File: config.mk
export PLATFORM = sky130hd
export DESIGN_NAME = msgpack_tag_decoder
export DESIGN_NICKNAME = d
export VERILOG_FILES = /design/src/rtl/core/mtd_pkg.sv /design/src/rtl/core/msgpack_tag_decoder.sv /design/src/rtl/core/mtd_fifo.sv /design/src/rtl/core/mtd_front.sv /design/src/rtl/core/mtd_back.sv
export SDC_FILE = /design/constraint.sdc
export NUM_CORES = 1
export LEC_CHECK = 0
export BUFFER_PORTS_ARGS = -buffer_cell sky130_fd_sc_hd__buf_2
export CORE_MARGIN = 5
export CORE_UTILIZATION = 40
export CTS_CLUSTER_SIZE = 40
export DETAILED_ROUTE_END_ITERATION = 8
export PLACE_DENSITY_LB_ADDON = 0.12
export SLEW_MARGIN = 20
export SYNTH_ARGS = -nofsm -noshare
export SYNTH_HDL_FRONTEND = slang
export SYNTH_SLANG_ARGS = --single-unit
File: constraint.sdc
create_clock -name i_clk -period 7.4 [get_ports i_clk]
set_input_delay 1.48 -clock i_clk [delete_from_list [all_inputs] [get_ports i_clk]]
set_output_delay 1.48 -clock i_clk [all_outputs]
set_load 0.01 [all_outputs]
File: src/rtl/core/mtd_pkg.sv
`default_nettype none
// ----------------------------------------------------------------------------
// mtd_pkg: shared types and codes of the MessagePack tag decoder
// Beat formats, result kinds, error codes, tag classes and decoder phases.
// ----------------------------------------------------------------------------
package mtd_pkg;

    localparam int MID_DEPTH_DEF = 2;
    localparam int OUT_DEPTH_DEF = 2;

    localparam logic [3:0] K_NIL     = 4'd0;
    localparam logic [3:0] K_BOOL    = 4'd1;
    localparam logic [3:0] K_UINT    = 4'd2;
    localparam logic [3:0] K_INT     = 4'd3;
    localparam logic [3:0] K_FLOAT   = 4'd4;
    localparam logic [3:0] K_DOUBLE  = 4'd5;
    localparam logic [3:0] K_STR     = 4'd6;
    localparam logic [3:0] K_BIN     = 4'd7;
    localparam logic [3:0] K_ARRAY   = 4'd8;
    localparam logic [3:0] K_MAP     = 4'd9;
    localparam logic [3:0] K_EXT     = 4'd10;
    localparam logic [3:0] K_PAYLOAD = 4'd11;
    localparam logic [3:0] K_ERROR   = 4'd12;

    localparam logic [1:0] ERR_NONE    = 2'd0;
    localparam logic [1:0] ERR_INVALID = 2'd1;
    localparam logic [1:0] ERR_TRUNC   = 2'd2;

    typedef struct packed {
        logic [7:0] data_byte;
        logic       end_of_stream;
    } t_mtd_in;

    typedef struct packed {
        logic [3:0]        kind;
        logic [63:0]       value;
        logic signed [7:0] ext_kind;
        logic [1:0]        error_code;
        logic              last_payload;
    } t_mtd_out;

    typedef enum logic [1:0] {
        ACT_EMIT   = 2'd0,
        ACT_STR    = 2'd1,
        ACT_GATHER = 2'd2,
        ACT_EXTFIX = 2'd3
    } t_mtd_act;

    typedef struct packed {
        t_mtd_act   act;
        logic [3:0] kind;
        logic [7:0] imm;
        logic       sext;
        logic [1:0] err;
        logic [3:0] nbytes;
        logic [1:0] sw;
        logic       ext;
    } t_mtd_cls;

    typedef struct packed {
        logic [7:0] data_byte;
        logic       eos;
        t_mtd_cls   cls;
    } t_mtd_mid;

    typedef enum logic [3:0] {
        PH_TAG     = 4'b0001,
        PH_GATHER  = 4'b0010,
        PH_EXTTYPE = 4'b0100,
        PH_PAYLOAD = 4'b1000
    } t_mtd_phase;

endpackage
`default_nettype wire

File: src/rtl/core/msgpack_tag_decoder.sv
`default_nettype none
// ----------------------------------------------------------------------------
// msgpack_tag_decoder: MessagePack type tag decoder
// Decodes a MessagePack byte stream into header, value, payload and error beats.
//
//   Channel  Direction  Handshake        Beat
//   input    in         push / full      i_item (t_mtd_in)
//   result   out        pop / empty      o_item (t_mtd_out)
//
// One byte is taken per cycle while the input queue is not full; each byte gives at most one result beat.
// A result beat is formed as its byte leaves the middle queue, while the result queue
// is not full, and is registered in the result queue, from which it can then be popped.
// The classifier and the phase sequencer are parted by a small queue, so
// a stalled result side fills that queue before full is raised.
// Reset is synchronous and returns the decoder to expecting a tag.
// ----------------------------------------------------------------------------
module msgpack_tag_decoder
    import mtd_pkg::*;
#(
    parameter int MID_DEPTH = MID_DEPTH_DEF,
    parameter int OUT_DEPTH = OUT_DEPTH_DEF
) (
    input  wire logic    i_clk,
    input  wire logic    i_rst_n,
    input  wire logic    push,
    output logic         full,
    input  wire t_mtd_in i_item,
    input  wire logic    pop,
    output logic         empty,
    output t_mtd_out     o_item
);

    t_mtd_mid w_entry;
    t_mtd_mid w_mid;
    logic     w_mid_empty;
    logic     w_mid_pop;
    logic     w_out_full;
    logic     w_out_push;
    t_mtd_out w_out;

    mtd_front u_front (
        .i_item  (i_item),
        .o_entry (w_entry)
    );

    mtd_fifo #(
        .T     (t_mtd_mid),
        .DEPTH (MID_DEPTH)
    ) u_mid_q (
        .i_clk   (i_clk),
        .i_rst_n (i_rst_n),
        .i_push  (push),
        .i_data  (w_entry),
        .o_full  (full),
        .i_pop   (w_mid_pop),
        .o_data  (w_mid),
        .o_empty (w_mid_empty)
    );

    mtd_back u_back (
        .i_clk       (i_clk),
        .i_rst_n     (i_rst_n),
        .i_mid       (w_mid),
        .i_mid_empty (w_mid_empty),
        .o_mid_pop   (w_mid_pop),
        .i_out_full  (w_out_full),
        .o_out_push  (w_out_push),
        .o_out       (w_out)
    );

    mtd_fifo #(
        .T     (t_mtd_out),
        .DEPTH (OUT_DEPTH)
    ) u_out_q (
        .i_clk   (i_clk),
        .i_rst_n (i_rst_n),
        .i_push  (w_out_push),
        .i_data  (w_out),
        .o_full  (w_out_full),
        .i_pop   (pop),
        .o_data  (o_item),
        .o_empty (empty)
    );

endmodule
`default_nettype wire

File: src/rtl/core/mtd_fifo.sv
`default_nettype none
// ----------------------------------------------------------------------------
// mtd_fifo: small first-in first-out queue of beats
// Flop-based slots with a registered fill count; full and empty flags are decoded from it.
// ----------------------------------------------------------------------------
module mtd_fifo
    import mtd_pkg::*;
#(
    parameter type T     = logic,
    parameter int  DEPTH = 2
) (
    input  wire logic i_clk,
    input  wire logic i_rst_n,
    input  wire logic i_push,
    input  wire T     i_data,
    output logic      o_full,
    input  wire logic i_pop,
    output T          o_data,
    output logic      o_empty
);

    localparam int AW = (DEPTH > 1) ? $clog2(DEPTH) : 1;
    localparam int CW = $clog2(DEPTH + 1);

    T                r_slot [DEPTH];
    logic [AW-1:0]   r_wr;
    logic [AW-1:0]   r_rd;
    logic [CW-1:0]   r_count;
    logic [AW-1:0]   n_wr;
    logic [AW-1:0]   n_rd;
    logic [CW-1:0]   n_count;
    logic            w_wen;
    logic            w_ren;

    assign o_full  = (r_count == CW'(DEPTH));
    assign o_empty = (r_count == '0);
    assign o_data  = r_slot[r_rd];
    assign w_wen   = i_push && !o_full;
    assign w_ren   = i_pop && !o_empty;

    always_comb begin
        n_wr    = r_wr;
        n_rd    = r_rd;
        n_count = r_count;
        if (w_wen) begin
            n_wr = (r_wr == AW'(DEPTH - 1)) ? '0 : r_wr + AW'(1);
        end
        if (w_ren) begin
            n_rd = (r_rd == AW'(DEPTH - 1)) ? '0 : r_rd + AW'(1);
        end
        if (w_wen && !w_ren) begin
            n_count = r_count + CW'(1);
        end else if (w_ren && !w_wen) begin
            n_count = r_count - CW'(1);
        end
    end

    always_ff @(posedge i_clk) begin
        if (!i_rst_n) begin
            r_wr    <= '0;
            r_rd    <= '0;
            r_count <= '0;
        end else begin
            r_wr    <= n_wr;
            r_rd    <= n_rd;
            r_count <= n_count;
        end
    end

    always_ff @(posedge i_clk) begin
        if (w_wen) begin
            r_slot[r_wr] <= i_data;
        end
    end

endmodule
`default_nettype wire

File: src/rtl/core/mtd_front.sv
`default_nettype none
// ----------------------------------------------------------------------------
// mtd_front: tag classifier
// Decodes each incoming byte as a tag and attaches the class to the beat.
// ----------------------------------------------------------------------------
module mtd_front
    import mtd_pkg::*;
(
    input  wire t_mtd_in i_item,
    output t_mtd_mid     o_entry
);

    logic [7:0] w_b;
    logic [2:0] w_fix_sh;
    t_mtd_cls   w_cls;

    function automatic t_mtd_cls f_gather(
        input logic [3:0] kind,
        input logic [3:0] nbytes,
        input logic [1:0] sw,
        input logic       ext
    );
        t_mtd_cls c;
        c        = '0;
        c.act    = ACT_GATHER;
        c.kind   = kind;
        c.nbytes = nbytes;
        c.sw     = sw;
        c.ext    = ext;
        c.err    = ERR_NONE;
        return c;
    endfunction

    assign w_b      = i_item.data_byte;
    assign w_fix_sh = 3'(w_b - 8'hd4);

    always_comb begin
        w_cls      = '0;
        w_cls.act  = ACT_EMIT;
        w_cls.kind = K_ERROR;
        w_cls.err  = ERR_INVALID;
        unique case (w_b) inside
            [8'h00:8'h7f]: begin
                w_cls.kind = K_UINT;
                w_cls.imm  = w_b;
                w_cls.err  = ERR_NONE;
            end
            [8'he0:8'hff]: begin
                w_cls.kind = K_INT;
                w_cls.imm  = w_b;
                w_cls.sext = 1'b1;
                w_cls.err  = ERR_NONE;
            end
            [8'h80:8'h8f]: begin
                w_cls.kind = K_MAP;
                w_cls.imm  = {4'b0, w_b[3:0]};
                w_cls.err  = ERR_NONE;
            end
            [8'h90:8'h9f]: begin
                w_cls.kind = K_ARRAY;
                w_cls.imm  = {4'b0, w_b[3:0]};
                w_cls.err  = ERR_NONE;
            end
            [8'ha0:8'hbf]: begin
                w_cls.act  = ACT_STR;
                w_cls.kind = K_STR;
                w_cls.imm  = {3'b0, w_b[4:0]};
                w_cls.err  = ERR_NONE;
            end
            8'hc0: begin
                w_cls.kind = K_NIL;
                w_cls.err  = ERR_NONE;
            end
            8'hc2, 8'hc3: begin
                w_cls.kind = K_BOOL;
                w_cls.imm  = {7'b0, w_b[0]};
                w_cls.err  = ERR_NONE;
            end
            8'hc4: w_cls = f_gather(K_BIN, 4'd1, 2'd0, 1'b0);
            8'hc5: w_cls = f_gather(K_BIN, 4'd2, 2'd0, 1'b0);
            8'hc6: w_cls = f_gather(K_BIN, 4'd4, 2'd0, 1'b0);
            8'hc7: w_cls = f_gather(K_EXT, 4'd1, 2'd0, 1'b1);
            8'hc8: w_cls = f_gather(K_EXT, 4'd2, 2'd0, 1'b1);
            8'hc9: w_cls = f_gather(K_EXT, 4'd4, 2'd0, 1'b1);
            8'hca: w_cls = f_gather(K_FLOAT, 4'd4, 2'd0, 1'b0);
            8'hcb: w_cls = f_gather(K_DOUBLE, 4'd8, 2'd0, 1'b0);
            8'hcc: w_cls = f_gather(K_UINT, 4'd1, 2'd0, 1'b0);
            8'hcd: w_cls = f_gather(K_UINT, 4'd2, 2'd0, 1'b0);
            8'hce: w_cls = f_gather(K_UINT, 4'd4, 2'd0, 1'b0);
            8'hcf: w_cls = f_gather(K_UINT, 4'd8, 2'd0, 1'b0);
            8'hd0: w_cls = f_gather(K_INT, 4'd1, 2'd0, 1'b0);
            8'hd1: w_cls = f_gather(K_INT, 4'd2, 2'd1, 1'b0);
            8'hd2: w_cls = f_gather(K_INT, 4'd4, 2'd2, 1'b0);
            8'hd3: w_cls = f_gather(K_INT, 4'd8, 2'd3, 1'b0);
            [8'hd4:8'hd8]: begin
                w_cls.act  = ACT_EXTFIX;
                w_cls.kind = K_EXT;
                w_cls.imm  = 8'h01 << w_fix_sh;
                w_cls.err  = ERR_NONE;
            end
            8'hd9: w_cls = f_gather(K_STR, 4'd1, 2'd0, 1'b0);
            8'hda: w_cls = f_gather(K_STR, 4'd2, 2'd0, 1'b0);
            8'hdb: w_cls = f_gather(K_STR, 4'd4, 2'd0, 1'b0);
            8'hdc: w_cls = f_gather(K_ARRAY, 4'd2, 2'd0, 1'b0);
            8'hdd: w_cls = f_gather(K_ARRAY, 4'd4, 2'd0, 1'b0);
            8'hde: w_cls = f_gather(K_MAP, 4'd2, 2'd0, 1'b0);
            8'hdf: w_cls = f_gather(K_MAP, 4'd4, 2'd0, 1'b0);
            default: begin
                w_cls.kind = K_ERROR;
                w_cls.err  = ERR_INVALID;
            end
        endcase
    end

    assign o_entry.data_byte = w_b;
    assign o_entry.eos       = i_item.end_of_stream;
    assign o_entry.cls       = w_cls;

endmodule
`default_nettype wire

File: src/rtl/core/mtd_back.sv
`default_nettype none
// ----------------------------------------------------------------------------
// mtd_back: header gatherer and payload sequencer
// Runs the decoder phases on classified beats and forms the result beats.
// ----------------------------------------------------------------------------
module mtd_back
    import mtd_pkg::*;
(
    input  wire logic     i_clk,
    input  wire logic     i_rst_n,
    input  wire t_mtd_mid i_mid,
    input  wire logic     i_mid_empty,
    output logic          o_mid_pop,
    input  wire logic     i_out_full,
    output logic          o_out_push,
    output t_mtd_out      o_out
);

    t_mtd_phase  r_phase;
    logic [3:0]  r_pending;
    logic [3:0]  r_bytes_left;
    logic [63:0] r_acc;
    logic [1:0]  r_sw;
    logic        r_ext;
    logic [31:0] r_payload_left;

    t_mtd_phase  n_phase;
    logic [3:0]  n_pending;
    logic [3:0]  n_bytes_left;
    logic [63:0] n_acc;
    logic [1:0]  n_sw;
    logic        n_ext;
    logic [31:0] n_payload_left;

    logic        w_go;
    logic [7:0]  w_b;
    logic [63:0] w_acc_sh;
    logic [3:0]  w_bl_dec;
    logic [63:0] w_val;
    logic [31:0] w_pl_dec;
    t_mtd_cls    w_cls;

    function automatic logic [63:0] f_sext(input logic [63:0] v, input logic [1:0] sw);
        logic [63:0] r;
        case (sw)
            2'd0:    r = {{56{v[7]}}, v[7:0]};
            2'd1:    r = {{48{v[15]}}, v[15:0]};
            2'd2:    r = {{32{v[31]}}, v[31:0]};
            default: r = v;
        endcase
        return r;
    endfunction

    assign w_go      = !i_mid_empty && !i_out_full;
    assign o_mid_pop = w_go;
    assign w_b       = i_mid.data_byte;
    assign w_cls     = i_mid.cls;
    assign w_acc_sh  = {r_acc[55:0], w_b};
    assign w_bl_dec  = r_bytes_left - 4'd1;
    assign w_pl_dec  = r_payload_left - 32'd1;
    assign w_val     = (r_pending == K_INT) ? f_sext(w_acc_sh, r_sw) : w_acc_sh;

    always_comb begin
        n_phase        = r_phase;
        n_pending      = r_pending;
        n_bytes_left   = r_bytes_left;
        n_acc          = r_acc;
        n_sw           = r_sw;
        n_ext          = r_ext;
        n_payload_left = r_payload_left;
        o_out_push     = 1'b0;
        o_out          = '0;
        if (w_go) begin
            if (i_mid.eos) begin
                if (r_phase != PH_TAG) begin
                    n_phase          = PH_TAG;
                    n_pending        = '0;
                    n_bytes_left     = '0;
                    n_acc            = '0;
                    n_sw             = '0;
                    n_ext            = 1'b0;
                    n_payload_left   = '0;
                    o_out_push       = 1'b1;
                    o_out.kind       = K_ERROR;
                    o_out.error_code = ERR_TRUNC;
                end
            end else begin
                unique case (r_phase)
                    PH_TAG: begin
                        unique case (w_cls.act)
                            ACT_EMIT: begin
                                o_out_push       = 1'b1;
                                o_out.kind       = w_cls.kind;
                                o_out.value      = w_cls.sext ?
                                    {{56{w_cls.imm[7]}}, w_cls.imm} : {56'b0, w_cls.imm};
                                o_out.error_code = w_cls.err;
                            end
                            ACT_STR: begin
                                o_out_push     = 1'b1;
                                o_out.kind     = K_STR;
                                o_out.value    = {56'b0, w_cls.imm};
                                n_payload_left = {24'b0, w_cls.imm};
                                n_phase        = (w_cls.imm != '0) ? PH_PAYLOAD : PH_TAG;
                            end
                            ACT_GATHER: begin
                                n_phase      = PH_GATHER;
                                n_pending    = w_cls.kind;
                                n_bytes_left = w_cls.nbytes;
                                n_acc        = '0;
                                n_sw         = w_cls.sw;
                                n_ext        = w_cls.ext;
                            end
                            default: begin
                                n_phase        = PH_EXTTYPE;
                                n_pending      = K_EXT;
                                n_bytes_left   = '0;
                                n_acc          = {56'b0, w_cls.imm};
                                n_sw           = '0;
                                n_ext          = 1'b0;
                                n_payload_left = '0;
                            end
                        endcase
                    end
                    PH_GATHER: begin
                        n_acc        = w_acc_sh;
                        n_bytes_left = w_bl_dec;
                        if (w_bl_dec == '0) begin
                            if (r_ext) begin
                                n_phase = PH_EXTTYPE;
                                n_ext   = 1'b0;
                            end else begin
                                o_out_push     = 1'b1;
                                o_out.kind     = r_pending;
                                o_out.value    = w_val;
                                n_pending      = '0;
                                n_acc          = '0;
                                n_sw           = '0;
                                n_payload_left = '0;
                                n_phase        = PH_TAG;
                                if ((r_pending == K_STR) || (r_pending == K_BIN)) begin
                                    n_payload_left = w_val[31:0];
                                    if (w_val[31:0] != '0) begin
                                        n_phase = PH_PAYLOAD;
                                    end
                                end
                            end
                        end
                    end
                    PH_EXTTYPE: begin
                        o_out_push     = 1'b1;
                        o_out.kind     = K_EXT;
                        o_out.value    = r_acc;
                        o_out.ext_kind = $signed(w_b);
                        n_pending      = '0;
                        n_bytes_left   = '0;
                        n_acc          = '0;
                        n_sw           = '0;
                        n_ext          = 1'b0;
                        n_payload_left = r_acc[31:0];
                        n_phase        = (r_acc[31:0] != '0) ? PH_PAYLOAD : PH_TAG;
                    end
                    default: begin
                        o_out_push         = 1'b1;
                        o_out.kind         = K_PAYLOAD;
                        o_out.value        = {56'b0, w_b};
                        o_out.last_payload = (r_payload_left == 32'd1);
                        n_payload_left     = w_pl_dec;
                        if (w_pl_dec == '0) begin
                            n_phase   = PH_TAG;
                            n_pending = '0;
                            n_acc     = '0;
                        end
                    end
                endcase
            end
        end
    end

    always_ff @(posedge i_clk) begin
        if (!i_rst_n) begin
            r_phase        <= PH_TAG;
            r_pending      <= '0;
            r_bytes_left   <= '0;
            r_acc          <= '0;
            r_sw           <= '0;
            r_ext          <= 1'b0;
            r_payload_left <= '0;
        end else begin
            r_phase        <= n_phase;
            r_pending      <= n_pending;
            r_bytes_left   <= n_bytes_left;
            r_acc          <= n_acc;
            r_sw           <= n_sw;
            r_ext          <= n_ext;
            r_payload_left <= n_payload_left;
        end
    end

    a_payload_nonzero: assert property (@(posedge i_clk) disable iff (!i_rst_n)
        (r_phase == PH_PAYLOAD) |-> (r_payload_left != '0))
        else $error("payload phase with no payload bytes left");

    a_gather_nonzero: assert property (@(posedge i_clk) disable iff (!i_rst_n)
        (r_phase == PH_GATHER) |-> (r_bytes_left != '0))
        else $error("gather phase with no header bytes left");

    a_phase_onehot: assert property (@(posedge i_clk) disable iff (!i_rst_n)
        $onehot(r_phase))
        else $error("decoder phase is not one-hot");

    a_push_room: assert property (@(posedge i_clk) disable iff (!i_rst_n)
        o_out_push |-> o_mid_pop)
        else $error("result beat formed without a consumed input beat");

endmodule
`default_nettype wire
Yosys cells after proc, flatten, opt, wreduce, memory -nomap -nowiden
Memories as Yosys holds them, arrays and structs flattened. A register that Yosys moved wholly into a read port is not among the register bits.
Cells that the tools add are included.
{ "totals": {"regBits": 119, "mem_bits_rw": 222, "in_bits": 13, "output_inout_bits": 81, "wordCells": 241, "mem_count": 2} }
{ "memory_table": {"columns": ["name", "words", "width", "read_ports", "rd_clocked_by_memory_dff", "write_ports", "line", "text"], "rows": [
  ["u_out_q.r_slot", 2, 79, 1, 1, 1, "mtd_fifo.sv:25", "T r_slot [DEPTH];"],
  ["u_mid_q.r_slot", 2, 32, 1, 1, 1, "mtd_fifo.sv:25", null]
]} }
{ "op_classes": {"addsub": 11, "magnitude_cmp": 12, "eq_ne": 46, "shift": 1, "n_mux": 93, "reduce_logical": 63} }
{ "op_table": {"columns": ["cell", "count"], "rows": [
  ["$mux 64", 7],
  ["$pmux 64 s3", 2],
  ["$eq 8x8->1 const B", 26],
  ["$pmux 68 s3", 1],
  ["$mux 32", 5],
  ["$mux 68", 2],
  ["$pmux 68 s2", 1],
  ["$pmux 64 s2", 1],
  ["$pmux 32 s3", 1],
  ["$mux 79", 1],
  ["$mux 72", 1],
  ["$pmux 7 s10", 1],
  ["$mux 4", 17],
  ["$pmux 32 s2", 1],
  ["$reduce_bool 32->1", 2],
  ["$pmux 4 s3", 4],
  ["$pmux 4 s11", 1],
  ["$ge 8x8->1 const B", 5],
  ["$le 8x8->1 const B", 5],
  ["$pmux 8 s5", 1],
  ["$eq 32x1->1 const B", 1],
  ["$logic_not 32->1", 1],
  ["$reduce_or 32->1", 1],
  ["$sub 32x1->32 const B", 1],
  ["43 further kinds", 137]
]} }

Longest topological paths before layout
Gate-level depths: netlist of run 1.
{ "logic_depth": {"ltp_word": 11, "ltp_mapped": 12, "mapped_depth_nobuf": 12} }

Modules after synthesis
From an unflattened synthesis of run 1, not the netlist that was laid out.
{ "hier_totals": {"cells_unflattened": 1486, "hier_area_um2": 16748.6} }
{ "by_module_without_submodules": {"columns": ["mod", "n_inst", "cells_per_inst", "area_per_inst_um2", "seq_area_each_um2"], "rows": [
  ["mtd_back", 1, 969, 7473.4, 2222.1],
  ["mtd_fifo at u_out_q", 1, 271, 5969.5, 4844.6],
  ["mtd_fifo at u_mid_q", 1, 128, 2607.5, 2082.0],
  ["mtd_front", 1, 118, 698.2, 0.0]
]} }

Worst setup path before layout of run 1
Ideal clock, no wire load.
{ "synth_path": {"path_kind": "reg-to-reg", "startpoint": "register u_back.r_bytes_left[0]", "endpoint": "memory u_out_q.r_slot[0][0] (netlist name), enable pin", "arrival_time_ps": 4747, "setup_slack_ps": 2135, "stages_incl_launch_ff": 9, "period_less_slack_ps": 5265, "cell_sequence": "dfxtp_1 -> inv_1 -> ha_1 -> nor2_1 -> and3_1 -> o2111ai_2 -> nand2_1 -> o211ai_1 -> nor2_1"} }
{ "synth_via": {"elab_chain_len": 9} }
{ "synth_rtl": {"columns": ["item", "line", "text"], "rows": [
  ["start, declared", "mtd_back.sv:21", "logic [3:0] r_bytes_left;"],
  ["start signal, assigned", "mtd_back.sv:191", "r_bytes_left <= n_bytes_left;"],
  ["$sub 4x1->4", "mtd_back.sv:59", "assign w_bl_dec = r_bytes_left - 4'd1;"],
  ["$logic_not 4->1", "mtd_back.sv:127", "if (w_bl_dec == '0) begin"],
  ["$mux 1", "mtd_back.sv:127", null],
  ["$pmux 1 s2", "mtd_back.sv:88", "unique case (r_phase)"],
  ["$mux 1", "mtd_back.sv:74", "if (i_mid.eos) begin"],
  ["$mux 1", "mtd_back.sv:73", "if (w_go) begin"],
  ["$logic_and 1x1->1", "mtd_fifo.sv:38", "assign w_wen = i_push && !o_full;"],
  ["$mux 1", "mtd_fifo.sv:71", "if (w_wen) begin"],
  ["$mux 1 (not written as such)", "mtd_fifo.sv:72", "r_slot[r_wr] <= i_data;"],
  ["end, declared", "mtd_fifo.sv:25", null]
]} }
Every way passes these cells.

==> metrics.md, run 1 <==
| Metric | Value |
|---|---|
| Synth Area in Simple Gates | roughly 14% |
| Top cells by area, synth | edfxtp_1, dfxtp_1, mux2_2, nor2_1, a21oi_1 |
| Final wirelength | 46800 um |
| Max FO, Critical Path | between 40 and 50 |
| Synth Area in Compound Gates | 17.4% |
| Ports | 94 |
| Tcrit/Tclk final | a little over half |
| Worst VDD drop | between 0.0002 and 0.00025 V |
| Yosys reg bits | approximately 340 |
| Largest family of logic cells by synthesized area | compound AO/OA/AOI/OAI gates |
| Most frequent cells in the layout | edfxtp_1, nor2_1, dfxtp_1, nand2_1, a21oi_1 |
| Max Freq | about 250 MHz |
| DR vias/cell | approximately 5.9 |
| Critical-path cell list | buf_4 > mux2_2 > buf_2 |
| Post-layout min period | 3.99 ns |
| Post-route ant nets | 0 |
| Initial DRC count | about 1300 |
| GP Congestion | approximately 0.89 |
| Crit path DAT | around 2.5 ns |
| MaxCap Viol Count | 0 |
| Final setup viols | 0 |
| Die Wd | 214 um |
| Tightest Pin Transition | 1.09 ns |
| Yosys Warn Count | 0 |
| Ys flop type | edfxtp_1 |
| Post-CTS setup buffer count | 0 |
| Post-DP HPWL | just over 30000 um |
| Critical path class | reg -> out |
| Initial Util | roughly two fifths |
| HP Class | reg -> reg |
| Full die area | 45700 sq um |
| Net Count, Synth | 1563 |
| Sum of negative setup slack | 0 ns |
| Async set or reset register ratio after synthesis | 0% |
| RSZ-0062 raised after global routing | false |
| FF-to-FF Start | u_back.r_bytes_left[0] |
| PostCTS Resize Cnt | 0 |
| Status | completed |
| Share of post-route cells with drive strength above 1 | between 10% and 20% |
| Cts bufs inserted | 39 |
| CP max-delay cell | dfxtp_4 |
| Non-Filler Instances | about 2200 |
| Slew Limit Fails | 0 |
| Site row count | 74 |
| Relative slew slack | 25.5% |
| Register area share after synthesis | between 50% and 60% |
| Adder-Cell Fraction of Synth Area | less than 1% |
| Cell taking the most area after synthesis | edfxtp_1 |
| Chip height | roughly 210 um |
| DRC | 0 |
| H-tree depth | 2 |
| Fin. Hold Viols | 0 |
| Commonest non-fill, non-tap cell in the layout | edfxtp_1 |
| CTS tree | built |
| Avg Cell Area, Syn | between 10 and 15 sq um |
| Post-place setup slack | between 3 and 4 ns |
| Clock Path Buffers | 3 |
| Static Leak | 0.00644 uW |
| Root buf cell | clkbuf_16 |
| Total Routing Usage GR | between 20% and 30% |
| Critical path endpoint category | output port |
| GRT overflow | 0 |
| Post-layout util | 46.0% |
| Nets | between 1500 and 2000 |
| Drt pass-1 iters | 9 |
| Worst setup SP type | register |
| CTS sink count | ~340 |
| Setup slack, reg-to-reg | 3.55 ns |
| Xor and xnor area share after synthesis | roughly 1% |
| First-pass GRT wire length | 72500 um |
| Worst Min Path Start | u_back.r_acc[63] |
| Largest net degree at the start of global routing | 76 |
| Worst setup slack after layout | roughly 3.4 ns |
| Antenna violations before repair | 0 |
| Synth Cell Area | between 15000 and 20000 sq um |
| Final Instance Area | ~19000 sq um |
| Dpl cells | ~2100 |
| Worst-Skew Late Latency | ~0.56 ns |
| Drt wl/cell | between 20 and 25 um |
| Clk pin slew, worst setup/hold paths | about 0.060 ns |
| Worst Skew | 0.0271 ns |
| Area after DPL | 17600 sq um |
| # diodes | 0 |
| Mux contribution to synthesized area | 8.34% |
| Vias in the first global route | around 12000 |
| CTS Hold Bufs | 0 |
| Top cell type's share of synthesized area | between 40 and 50% |
| Gate Count Post-Synth | ~1500 |
| Power Density | ~400 nW/um^2 |
| Port bufs | 93 |
| EDFF count, synth | about 220 |
| Max incr delay on CP | approximately 0.67 ns |
| Synth-to-Final Area Change | 13.4% |
| Core Box Area | between 40000 and 50000 sq um |
| Library cells used by synthesis | just under 80 |
| Vias after detailed routing | approximately 13000 |
| Worst EP required | 5.92 ns |
[power by group]
part	total, uW	internal [uW]	switching [uW]
Sequential	2630	2420	210
Combinational	2930	1060	1870
Clock	1900	1130	768
[per-layer routing]
layer,part of all wire [%],up-vias,track usage (%),routed length (um)
li1,-,5952,-,-
met1,45,6165,28.4,20900
met2,47,410,32.4,21900
met3,6.0,77,3.58,2820
met4,2.6,0,5.86,1230
met5,0,-,0,0
[through the flow]
step / hold slack, ns / total power, uW
2_1_floorplan: 0.437 / 4670
3_5_place_dp: 0.463 / 5590
5_1_grt: 0.488 / 7900
4_1_cts: 0.477 / 7510
6_report: 0.477 / 7460
3_3_place_gp: 0.458 / 5570
[path summary, 6_finish.rpt]
kind	to	depth (start not counted)
hold / removal	u_back.r_acc[63]	1
setup reg to reg	u_out_q.r_slot[1][63]	11
setup / recovery	o_item[42]	3
hold reg to reg	u_back.r_acc[63]	1
[critical path: cells and delay by family (launching register included)]
family / cells / cell delay, ns
mux: 1 / 0.42
flops: 1 / 0.67
buf+inv: 2 / 0.75
[kinds of logic after synthesis]
group,count (synthesis)
buffers and inverters,142
DFF,343
xor gates and xnor gates,19
AOI/OAI and AO/OA,419
adders and majority gates,11
and+or+nand+nor,478
muxes,127
[synthesized netlist by cell type (5+ instances only)]
library cell  count
a211oi_1         36
o31ai_1           7
nand3_1          37
nand2b_1          7
nor4_1           14
nand4_1          11
o221ai_1          8
nor2b_1           6
a22oi_1          11
o22ai_1          22
buf_1            13
a222oi_1          5
a21o_1           12
nor3_1           37
dfxtp_1         121
and2_1           12
o21ai_0          56
or2_2             7
o211ai_1          8
and3_1            9
inv_1            29
o2bb2ai_1        14
ha_1             11
a31oi_1          20
nor2_1          178
a22o_1           56
o21a_1            7
mux2i_1          36
buf_2            11
or3_1            15
buf_6             7
clkbuf_1         82
a221oi_1         25
or4_1             6
mux2_2           91
xor2_1            9
a21oi_1         100
nand2_1         110
xnor2_1          10
edfxtp_1        222
[sequential cells by signal, indices dropped and copies added (netlist names), 4 cells and up, named ones only]
register and cells:
u_out_q.r_slot 158, u_back.r_phase 4, u_mid_q.r_slot 64, u_back.r_bytes_left 4, u_back.r_acc 64, u_back.r_payload_left 32
u_back.r_pending 4
[cell type report]
type	instances	area [sq um]
Inverter	29	109
Clock inverter	19	213
Tap cell	532	666
Clock buffer	51	1040
Multi-Input combinational cell	1054	6990
Sequential cell	343	9090
Timing Repair Buffer	122	708
Fill cell	3866	22100
No activity file was read; power rests on OpenSTA's default activity.
==> run 2, diff against run 1 <==
- clock period: 7.4 -> 3.24 ns (I/O delays scaled with it)
==> run 2 against run 1 <==
Combinational power rose by 140%. Core utilization rose by 0.83 points. Critical path type is now reg -> reg. Clock-buffer cell count decreased by 4.
==> metrics.md, run 2 (synthesis gave the netlist of run 1 again) <==
| Metric | Value |
|---|---|
| Vias after detailed routing | 12700 (+0.52%) |
| Critical-path cell list | inv_1 > ha_1 > or3b_2 > nor3_2 > xnor2_1 > and4bb_1 > and4b_4 > nor3_4 > buf_12 > a22o_1 |
| Launch point of the worst path | u_back.r_payload_left[0] |
| Synth-to-Final Area Change | 15.4% |
| MaxCap Viol Count | 0 (unchanged) |
| Chip height | 214 um (unchanged) |
| Crit path DAT | 3.41 ns (+0.90 ns) |
| Clk pin slew, worst setup/hold paths | 0.06 ns (about the same) |
| Static Leak | 0.00660 uW (+2.5%) |
| Largest net degree at the start of global routing | 80 (+5.3%) |
| Most frequent cells in the layout | edfxtp_1, nor2_1, dfxtp_1, nand2_1, a21oi_1 |
| Total Routing Usage GR | 20.4% (+0.12 points) |
| Share of post-route cells with drive strength above 1 | 20.7% (+1.5 points) |
| DR vias/cell | 5.81 (-0.81%) |
| Worst setup SP type | register |
| Worst EP required | 3.67 ns (-2.25 ns) |
| Non-Filler Instances | 2179 (+1.3%) |
| PostCTS Resize Cnt | 0 (unchanged) |
| HP Class | in -> reg |
| Post-DP HPWL | 31800 um (+2.3%) |
| DRC | 0 (unchanged) |
| First-pass GRT wire length | 73100 um (+0.82%) |
| H-tree depth | 2 (unchanged) |
| Worst R2R End | u_back.r_acc[63] |
| Clock Path Buffers | 3 (unchanged) |
| Die Wd | 214 um (unchanged) |
| Port bufs | 93 (unchanged) |
| Core Box Area | 40900 sq um (unchanged) |
| CTS sink count | 343 (unchanged) |
| RSZ-0062 raised after global routing | false |
| Dpl cells | 2109 (+1.4%) |
| Worst Skew | 0.0128 ns (-0.0142 ns) |
| Antenna violations before repair | 0 (unchanged) |
| CTS Hold Bufs | 0 (unchanged) |
| CTS tree | built |
| Slew Limit Fails | 0 (unchanged) |
| Max Freq | 336 MHz |
| Cts bufs inserted | 39 (unchanged) |
| Initial Util | 40.6% (unchanged) |
| GRT overflow | 0 (unchanged) |
| Power Density | 909 nW/um^2 (+130%) |
| CP max-delay cell | or3b_2 |
| Relative slew slack | 44.0% (+19 points) |
| Full die area | 45700 sq um (unchanged) |
| Tightest Pin Transition | 0.840 ns (-0.247 ns) |
| Vias in the first global route | 12400 (+2.6%) |
| Commonest non-fill, non-tap cell in the layout | edfxtp_1 |
| Tcrit/Tclk final | about nine tenths |
| FF-to-FF Start | u_back.r_payload_left[0] |
| Setup slack, reg-to-reg | 0.26 ns (-3.29 ns) |
| Worst hold slack | 0.295 ns (-0.182 ns) |
| # diodes | 0 (unchanged) |
| Site row count | 74 (unchanged) |
| Critical path endpoint category | register |
| Fill count | 3864 (-0.052%) |
| Root buf cell | clkbuf_16 |
| Max FO, Critical Path | 56 (+22%) |
| Nets | 1642 (+1.8%) |
| Top reg by flops | u_out_q.r_slot |
| Crit path capture | u_back.r_acc[63] |
| Largest register FFs | 158 (unchanged) |
| Drt pass-1 iters | 7 (-2) |
| Crit-path leading delay family | simple AND/OR/NAND/NOR gates |
| Ports | 94 (unchanged) |
| Sum of negative setup slack | 0 ns (unchanged) |
| Worst VDD drop | 0.000677 V (+240%) |
| Largest registers | u_out_q.r_slot (158), u_back.r_acc (64), u_mid_q.r_slot (64) |
| Post-layout util | 46.8% (+0.83 points) |
| Post-layout min period | approximately 3.0 ns |
| Drt wl/cell | 21.5 um (-1.3%) |
| Critical path class | reg -> reg |
| Max incr delay on CP | 0.56 ns (-0.11 ns) |
| Initial DRC count | 1203 (-5.7%) |
| Buffer and inverter count on the worst path | 2 (unchanged) |
| Tot Pwr | 17400 uW (+130%) |
| Instance count on the critical path | 10 (+7) |
| Fin. Hold Viols | 0 (unchanged) |
| Worst-Skew Late Latency | 0.55 ns (about the same) |
| GP Congestion | 0.914 (+2.4%) |
| Final wirelength | 46800 um (about the same) |
| R2R cell count | 10 (-1) |
| Status | completed |
| Post-route ant nets | 0 (unchanged) |
| Final setup viols | 0 (unchanged) |
| Post-CTS setup buffer count | 0 (unchanged) |
[run 2: cell types whose count changed in the layout (fill, tap and decap cells not counted)]
| cell | previous run | this run |
|---|---|---|
| buf_12 | 2 | 10 |
| clkinvlp_4 | 1 | 4 |
| clkinv_2 | 6 | 2 |
| nor2_2 | 3 | 2 |
| clkinv_4 | 0 | 2 |
| inv_6 | 0 | 3 |
| clkinv_1 | 6 | 7 |
| bufinv_16 | 4 | 5 |
| buf_4 | 27 | 48 |
| clkbuf_1 | 10 | 7 |
| clkbuf_8 | 2 | 1 |
| clkinv_8 | 2 | 0 |
| nor2_1 | 173 | 174 |
[run 2: area by class of cell]
cell class,count,area (sq um),share of cell area (%)
Sequential cell,343,9090,47.5
Multi-Input combinational cell,1054,6990,36.5
Timing Repair Buffer,151,1030,5.35
Clock buffer,47,1020,5.30
Tap cell,532,666,3.47
Clock inverter,23,260,1.36
Inverter,29,109,0.568
[run 2: worst min-delay path by stage]
stage | startpoint | end | cells after the start
after floorplan | u_back.r_payload_left[29] | u_back.r_payload_left[29] | 2
after global placement | u_back.r_acc[58] | u_back.r_acc[58] | 1
after detailed placement | u_back.r_acc[59] | u_back.r_acc[59] | 1
after CTS | i_item[0] | u_mid_q.r_slot[1][23] | 1
after global routing | i_item[0] | u_mid_q.r_slot[1][23] | 1
final | i_item[0] | u_mid_q.r_slot[1][23] | 1
[run 2: through the flow]
step                setup WS [ns]  area (sq um)
floorplan                  -0.719         16600
global placement            0.360         17900
detailed placement          0.334         17900
CTS                         0.319         19200
global route               0.0970         19200
finish                      0.264         19200
[run 2: per-layer routing]
metal	global-route usage (%)	wire length, um	up-vias
met2	32.4	21800	375
met4	6.25	1310	0
met5	0	0	-
li1	-	-	6006
met1	28.7	21100	6215
met3	3.48	2550	74
[run 2: report_power, final]
part | total [uW] | switching, uW | leakage, uW | internal [uW]
combinational | 7010 | 4350 | 0.00299 | 2660
sequential | 5960 | 435 | 0.00300 | 5520
clock | 4450 | 1800 | 0.000608 | 2650
total | 17400 | 6590 | 0.00660 | 10800
[run 2: worst reg2reg max path, stage by stage, from the launching register on]
cell      delay, ns
dfxtp_1        0.39
inv_1          0.11
ha_1           0.25
or3b_2         0.56
nor3_2         0.26
xnor2_1        0.21
and4bb_1       0.23
and4b_4        0.32
nor3_4         0.06
buf_12         0.20
a22o_1         0.26
==> run 3, diff against run 2 <==
- HOLD_SLACK_MARGIN: unset -> 0.1
- clock period: 3.24 -> 3.83 ns (I/O delays scaled with it)
==> run 3 against run 2 <==
Fmax is 8.7% lower. Sequential power is 15% lower. Core utilization decreased by 0.37 points. First-iteration DRC count shrank 21%. Non-clock buffer count decreased by 17. Global-route usage up 0.063 points. Clock skew shrank 0.0014 ns. Critical path type unchanged. Critical endpoint is now u_back.r_acc[58]. Largest power group unchanged. Highest routed layer unchanged.
==> metrics.md, run 3 (synthesis gave the netlist of run 1 again) <==
| Metric | Value |
|---|---|
| Clk pin slew, worst setup/hold paths | 0.06 ns (about the same) |
| Nets | 1626 (-0.97%) |
| Critical path class | reg -> reg |
| Ports | 94 (unchanged) |
| Largest net degree at the start of global routing | 80 (unchanged) |
| Multi-input gate area | 7000 sq um (about the same) |
| Power Density | 765 nW/um^2 (-16%) |
| Relative slew slack | 38.8% (-5.2 points) |
| Top reg by flops | u_out_q.r_slot |
| Fin. Hold Viols | 0 (unchanged) |
| Tightest Pin Transition | 0.917 ns (+0.0777 ns) |
| GRT overflow | 0 (unchanged) |
| Critical-path cell list | inv_1 > ha_1 > nor3b_2 > buf_4 > nand4_1 > o31ai_1 > nand3_1 > nor4_1 > and4b_4 > nor3_4 > buf_4 > a22o_1 |
| Worst Skew | 0.0114 ns (-0.00142 ns) |
| Share of post-route cells with drive strength above 1 | 20.0% (-0.67 points) |
| Max Freq | 307 MHz (-8.7%) |
| Post-route ant nets | 0 (unchanged) |
| Post-layout min period | 3.26 ns (+0.283 ns) |
| First-pass GRT wire length | 73500 um (+0.59%) |
| Non-Filler Instances | 2164 (-0.69%) |
| Drt wl/cell | 21.7 um (+0.91%) |
| Worst hold slack | 0.432 ns (+0.137 ns) |
| Slew Limit Fails | 0 (unchanged) |
| H-tree depth | 2 (unchanged) |
| Worst setup SP type | register |
| Tot Pwr | 14500 uW (-16%) |
| HP Class | in -> reg |
| Chip height | 214 um (unchanged) |
| DRC | 0 (unchanged) |
| Fill count | 3832 (-0.83%) |
| Dpl cells | 2092 (-0.81%) |
| Worst VDD drop | 0.000401 V (-41%) |
| Final setup viols | 0 (unchanged) |
| Clock Path Buffers | 3 (unchanged) |
| Tcrit/Tclk final | 85.1% (-6.8 points) |
| Top cell by count, worst path | buf_4 |
| Static Leak | 0.00654 uW (-0.96%) |
| Full die area | 45700 sq um (unchanged) |
| # diodes | 0 (unchanged) |
| Vias in the first global route | 12600 (+1.7%) |
| Site row count | 74 (unchanged) |
| Buffer and inverter count on the worst path | 3 (+1) |
| Worst EP required | 4.26 ns (+0.59 ns) |
| Max FO, Critical Path | 56 (unchanged) |
| CP max-delay cell | and4b_4 |
| Port bufs | 93 (unchanged) |
| Post-DP HPWL | 30500 um (-4.1%) |
| Crit-path leading delay family | simple AND/OR/NAND/NOR gates |
| Vias after detailed routing | 12700 (+0.095%) |
| PostCTS Resize Cnt | 0 (unchanged) |
| Most frequent cells in the layout | edfxtp_1, nor2_1, dfxtp_1, nand2_1, a21oi_1 |
| Commonest non-fill, non-tap cell in the layout | edfxtp_1 |
| Worst-Skew Late Latency | 0.55 ns (about the same) |
| Cts bufs inserted | 40 (+2.6%) |
| GP Congestion | 0.864 (-5.5%) |
| MaxCap Viol Count | 0 (unchanged) |
| DR vias/cell | 5.86 (+0.79%) |
| CTS Hold Bufs | 0 (unchanged) |
| Area after DPL | 17700 sq um (-1.1%) |
| CTS sink count | 343 (unchanged) |
| Die Wd | 214 um (unchanged) |
| Final wirelength | 46900 um (+0.22%) |
| Final Instance Area | 19000 sq um (-0.80%) |
| Initial DRC count | 955 (-21%) |
| Total Routing Usage GR | 20.4% (+0.063 points) |
| Initial Util | 40.6% (unchanged) |
| Critical path endpoint category | register |
| RSZ-0062 raised after global routing | false |
| Drt pass-1 iters | 7 (unchanged) |
| Antenna violations before repair | 0 (unchanged) |
| Core Box Area | 40900 sq um (unchanged) |
| Synth-to-Final Area Change | 14.5% |
| Status | completed |
| Post-CTS setup buffer count | 0 (unchanged) |
| Max incr delay on CP | 0.40 ns (-0.16 ns) |
| Largest register FFs | 158 (unchanged) |
| CTS tree | built |
| Largest registers | u_out_q.r_slot (158), u_back.r_acc (64), u_mid_q.r_slot (64) |
| Crit path DAT | 3.69 ns (+0.28 ns) |
| Sum of negative setup slack | 0 ns (unchanged) |
| Root buf cell | clkbuf_16 |
| FF+latch area | 9090 sq um (unchanged) |
run 3: cell count changes in the layout (fill, tap and decap cells not counted), sizes merged:
cell and change:
clkbuf +8, bufinv -2, inv -2, clkinv +1, buf -17, clkinvlp -3
run 3: path summary, 6_finish.rpt:
check / start / to / slack (ns) / cells after the start
worst max register to register: u_back.r_payload_left[0] / u_back.r_acc[58] / 0.57 / 12
worst max-delay path: u_back.r_payload_left[0] / u_back.r_acc[58] / 0.57 / 12
worst min register to register: u_back.r_payload_left[29] / u_back.r_payload_left[29] / 0.46 / 2
worst min-delay path: i_item[0] / u_mid_q.r_slot[0][23] / 0.43 / 1
run 3: final cells by class:
type                            count  share of cell area, %
Clock buffer                       55                   6.09
Clock inverter                     17                  0.849
Inverter                           29                  0.573
Multi-Input combinational cell   1054                   36.8
Sequential cell                   343                   47.8
Tap cell                          532                   3.50
Timing Repair Buffer              134                   4.33
run 3: per-stage QoR:
step	setup WS (ns)	util, %
after floorplan	-0.129	-
after global routing	0.302	46.5
after global placement	0.713	43.2
after CTS	0.631	46.5
after detailed placement	0.656	43.2
final	0.570	46.5
run 3: where the power goes:
part	internal [uW]	switching, uW
sequential	4680	413
combinational	2110	3540
clock	2310	1490
run 3: layer usage:
metal,global-route usage [%],part of all wire [%]
met1,27.7,44
met2,33.5,47
met3,3.22,5.8
met4,7.08,3.2
met5,0,0
